### config.mk
export PLATFORM = sky130hd
export DESIGN_NAME = sfla_fifo
export DESIGN_NICKNAME = d
export VERILOG_FILES = /design/src/rtl/core/sfla_fifo.sv
export SDC_FILE = /design/constraint.sdc
export NUM_CORES = 1
export LEC_CHECK = 0
export BUFFER_PORTS_ARGS = -buffer_cell sky130_fd_sc_hd__buf_2
export CAP_MARGIN = 10
export CORE_UTILIZATION = 40
export CTS_BUF_LIST = sky130_fd_sc_hd__clkbuf_16
export CTS_CLUSTER_DIAMETER = 80
export DETAILED_ROUTE_END_ITERATION = 16
export PLACE_DENSITY = 0.62
export SYNTH_ARGS = -nofsm -noshare
export SYNTH_HDL_FRONTEND = slang
export SYNTH_SLANG_ARGS = --single-unit
### constraint.sdc
create_clock -name clock -period 4.89 [get_ports clock]
set_input_delay 0 -clock clock [delete_from_list [all_inputs] [get_ports clock]]
set_output_delay 0 -clock clock [all_outputs]
set_load 0.05 [all_outputs]
### src/rtl/core/sfla_fifo.sv
// ----------------------------------------------------------------------------
// sfla_fifo
// Two-entry queue that decouples the request side, the execution unit and
// the response side from each other.
// ----------------------------------------------------------------------------
`default_nettype none

module sfla_fifo #(
   parameter int WIDTH = 33
) (
   input  wire logic             clock,
   input  wire logic             reset,
   input  wire logic             push,
   input  wire logic [WIDTH-1:0] wr_data,
   output logic                  full,
   input  wire logic             pop,
   output logic [WIDTH-1:0]      rd_data,
   output logic                  empty
);

   logic [WIDTH-1:0] entries_ff [2];
   logic             wr_ptr_ff;
   logic             wr_ptr_in;
   logic             rd_ptr_ff;
   logic             rd_ptr_in;
   logic [1:0]       count_ff;
   logic [1:0]       count_in;
   logic             do_push;
   logic             do_pop;

   assign full    = (count_ff == 2'd2);
   assign empty   = (count_ff == 2'd0);
   assign do_push = push && !full;
   assign do_pop  = pop && !empty;
   assign rd_data = entries_ff[rd_ptr_ff];

   always_comb begin
      wr_ptr_in = wr_ptr_ff ^ do_push;
      rd_ptr_in = rd_ptr_ff ^ do_pop;
      count_in  = count_ff + 2'(do_push) - 2'(do_pop);
   end

   always_ff @(posedge clock) begin
      if (reset) begin
         wr_ptr_ff <= 1'b0;
         rd_ptr_ff <= 1'b0;
         count_ff  <= 2'd0;
      end else begin
         wr_ptr_ff <= wr_ptr_in;
         rd_ptr_ff <= rd_ptr_in;
         count_ff  <= count_in;
      end
   end

   always_ff @(posedge clock) begin
      if (do_push) begin
         entries_ff[wr_ptr_ff] <= wr_data;
      end
   end

endmodule

`default_nettype wire

==> qor.yml <==
sta:
  final-hold-violation-count: 0
  skew_ns: 0.00524
  maxSlewHeadroom: 0.440
  worst_slack_ns: 3.06
  setup_viol: 0
  finalSetupTns_ns: 0
  drv_slew: 0
  tightest_slew_ns: 0.840
  finalCritPeriodShare: 0.375
  min_period_ns: 1.83
  max_freq_mhz: 546
  grt_setup_unrepaired: "no"
floorplanning:
  start_util: 0.415
  core_area_um2: 6350
  row_count: 29
  dieArea_um2: 6920
  io_pins: 72
  fp.dieH_um: 83.2
  die_w_um: 83.2
grt:
  grt_max_degree: 36
  grt_pass1_wl_um: 7180
  grt_pass1_vias: 1592
  grt_antenna_before_repair: 0
  grtUsageTotal: 0.139
  grt-ovfl-total: 0
drt:
  drt_first_pass_iters: 4
  highest_layer: "met4"
  wl_met3_um: 184
  drt_wl_total_um: 4390
  wl_per_cell_um: 13.7
  drt-met1-wl_um: 1750
  wl_met2_um: 2350
  antenna_left: 0
  drt_iter0_markers: 40
  vias_per_cell: 4.63
  drc: 0
  vias: 1482
clock_network:
  path_clk_slew_ns: 0.05
  clkSinkCount: 70
  clk_latency_ns: 0.31
  numCtsBuffers: 9
  htreeDepth: 3
  cts_root_buf: "clkbuf_16"
  cts_tree: "yes"
  clk_path_buf_depth: 2
worst_setup_path:
  cp-start-kind: "flop"
  cp_num_buf_inv: 1
  crit_family: "flip-flops"
  cp-end-kind: "primary output"
  cp_data_arrival_time_ns: 1.83
  required_ns: 4.89
  rr_worst_depth: 3
  r2r_setup_slack_ns: 3.09
  path_class: "reg2out"
  path_max_fanout: 35
  r2r-start: "count_ff[0]$_SDFF_PP0_"
  crit_chain: "mux2_2, buf_2"
  slowest_delay_ns: 0.87
  timing.rr.end: "entries_ff[0][26]$_DFFE_PP_"
  cpMaxStageDelayCell: "dfxtp_2"
logic_synthesis:
  avgSynthCellArea_um2: 20.9
  synth_area_leaders: "edfxtp_1, mux2_2, dfxtp_1"
  yosysSeqAreaShare: 0.782
  synth.most_common_cell: "edfxtp_1"
  synth_common_cells: "edfxtp_1, mux2_2, dfxtp_1, ha_1, nor2_1"
  synth-seq-cells: 70
  synth_cell_types: 15
  yosysTopAreaCell: "edfxtp_1"
  synth_top_area_frac: 0.752
  synthCells: 126
  synth_ff_type: "edfxtp_1"
  syn-cell-area_um2: 2640
  async_reset_ff_frac: 0
  synth_edf_count: 66
  syn_nets: 167
  ys_warn_count: 0
min_path:
  hold_path.class: "in2reg"
  whs_path_depth: 3
  min_from: "pop"
  min_to: "rd_ptr_ff$_SDFF_PP0_"
cells_and_area:
  nFillCells: 512
  drive_gt1_frac: 0.490
  multi_input_area_um2: 519
  seq_area_um2: 2060
  area_growth_pct: 38.1
  final_area_um2: 3640
  final_nets: 279
  n_antenna_cell: 0
placement:
  hpwl_um: 2590
  gp_congestion: 0.718
  numPortBuffers: 71
  place_area_um2: 3050
  dpl_worst_slack_ns: 3.06
run_status:
  status: "finished, final reports clean"
power_and_ir_drop:
  pwr_density_cell_nw_per_um2: 549
  peakVddDrop_v: 0.000300
  p_leak_uw: 0.00143
flow_run:
  drv_cap: 0
==> worst max path at each step <==
stage / cells past startpoint / to / startpoint
after floorplan: 3 / entries_ff[1][0]$_DFFE_PP_ / count_ff[0]$_SDFF_PP0_
after global placement: 3 / entries_ff[1][15]$_DFFE_PP_ / count_ff[0]$_SDFF_PP0_
after detailed placement: 3 / entries_ff[0][15]$_DFFE_PP_ / count_ff[0]$_SDFF_PP0_
after CTS: 2 / rd_data[26] / rd_ptr_ff$_SDFF_PP0_
after global routing: 2 / rd_data[14] / rd_ptr_ff$_SDFF_PP0_
final: 2 / rd_data[7] / rd_ptr_ff$_SDFF_PP0_
==> final cells by class <==
cell class | count | area share
clock buffer | 9 | 0.0619
multi-input combinational | 49 | 0.143
timing repair buffer | 105 | 0.191
inverter | 3 | 0.00309
tap | 77 | 0.0265
clock inverter | 7 | 0.00791
sequential | 70 | 0.567
==> registers in the layout, summed over array words and instances, names as in the netlist <==
| register | cells |
|---|---|
| entries_ff | 66 |
| count_ff | 2 |
| rd_ptr_ff | 1 |
| wr_ptr_ff | 1 |
==> tightest hold or removal path, cell delays in order <==
cell    delay (ns)
buf_2         0.08
o21a_1        0.14
mux2_2        0.15
==> report_power, final <==
group	internal [uW]	switching (uW)	total, uW
clock	331	202	533
combinational	205	441	646
sequential	764	53.3	818
==> metal layers <==
layer | GRT usage | vias up
li1 | - | 711
met1 | 0.156 | 717
met4 | 0.0925 | 0
met3 | 0.0318 | 9
met2 | 0.235 | 45
met5 | 0 | -
==> cell usage in the layout (no fill, tap or decap), drive strengths merged <==
cell type,n
nand2,1
mux2,34
o21a,1
edfxtp,66
buf,71
dfxtp,4
dlygate4sd3,34
nor2,4
and2,1
xnor3,1
clkinv,3
clkbuf,9
nand2b,1
ha,4
inv,7
nor2b,2
==> logic make-up (layout without fill, tap and decap cells) <==
family                   Yosys count  after routing  share of synthesized area
adder cells (fa/ha/maj)            4              4                     0.0190
flip-flops                        70             70                      0.782
AND/OR/NAND/NOR                    9              9                     0.0166
buffers and inverters              7            124                     0.0228
AO/OA/AOI/OAI                      1              1                    0.00285
multiplexers                      34             34                      0.148
XOR/XNOR                           1              1                    0.00854
==> stage by stage <==
step	cells	util	hold WS, ns	total power, uW
finish	320	0.573	0.0902	2000
global route	320	0.573	0.102	2080
CTS	320	0.573	0.0813	2020
detailed placement	270	0.480	0.191	1460
global placement	270	0.480	0.188	1460
floorplan	126	-	0.0667	1340
==> repair_timing <==
item                                   in CTS  in global routing
hold buffers                               34                  0
resized for setup                           0                  0
setup buffers                               0                  0
endpoints found under the hold margin      69                  0
No activity file was read; power rests on OpenSTA's default activity.
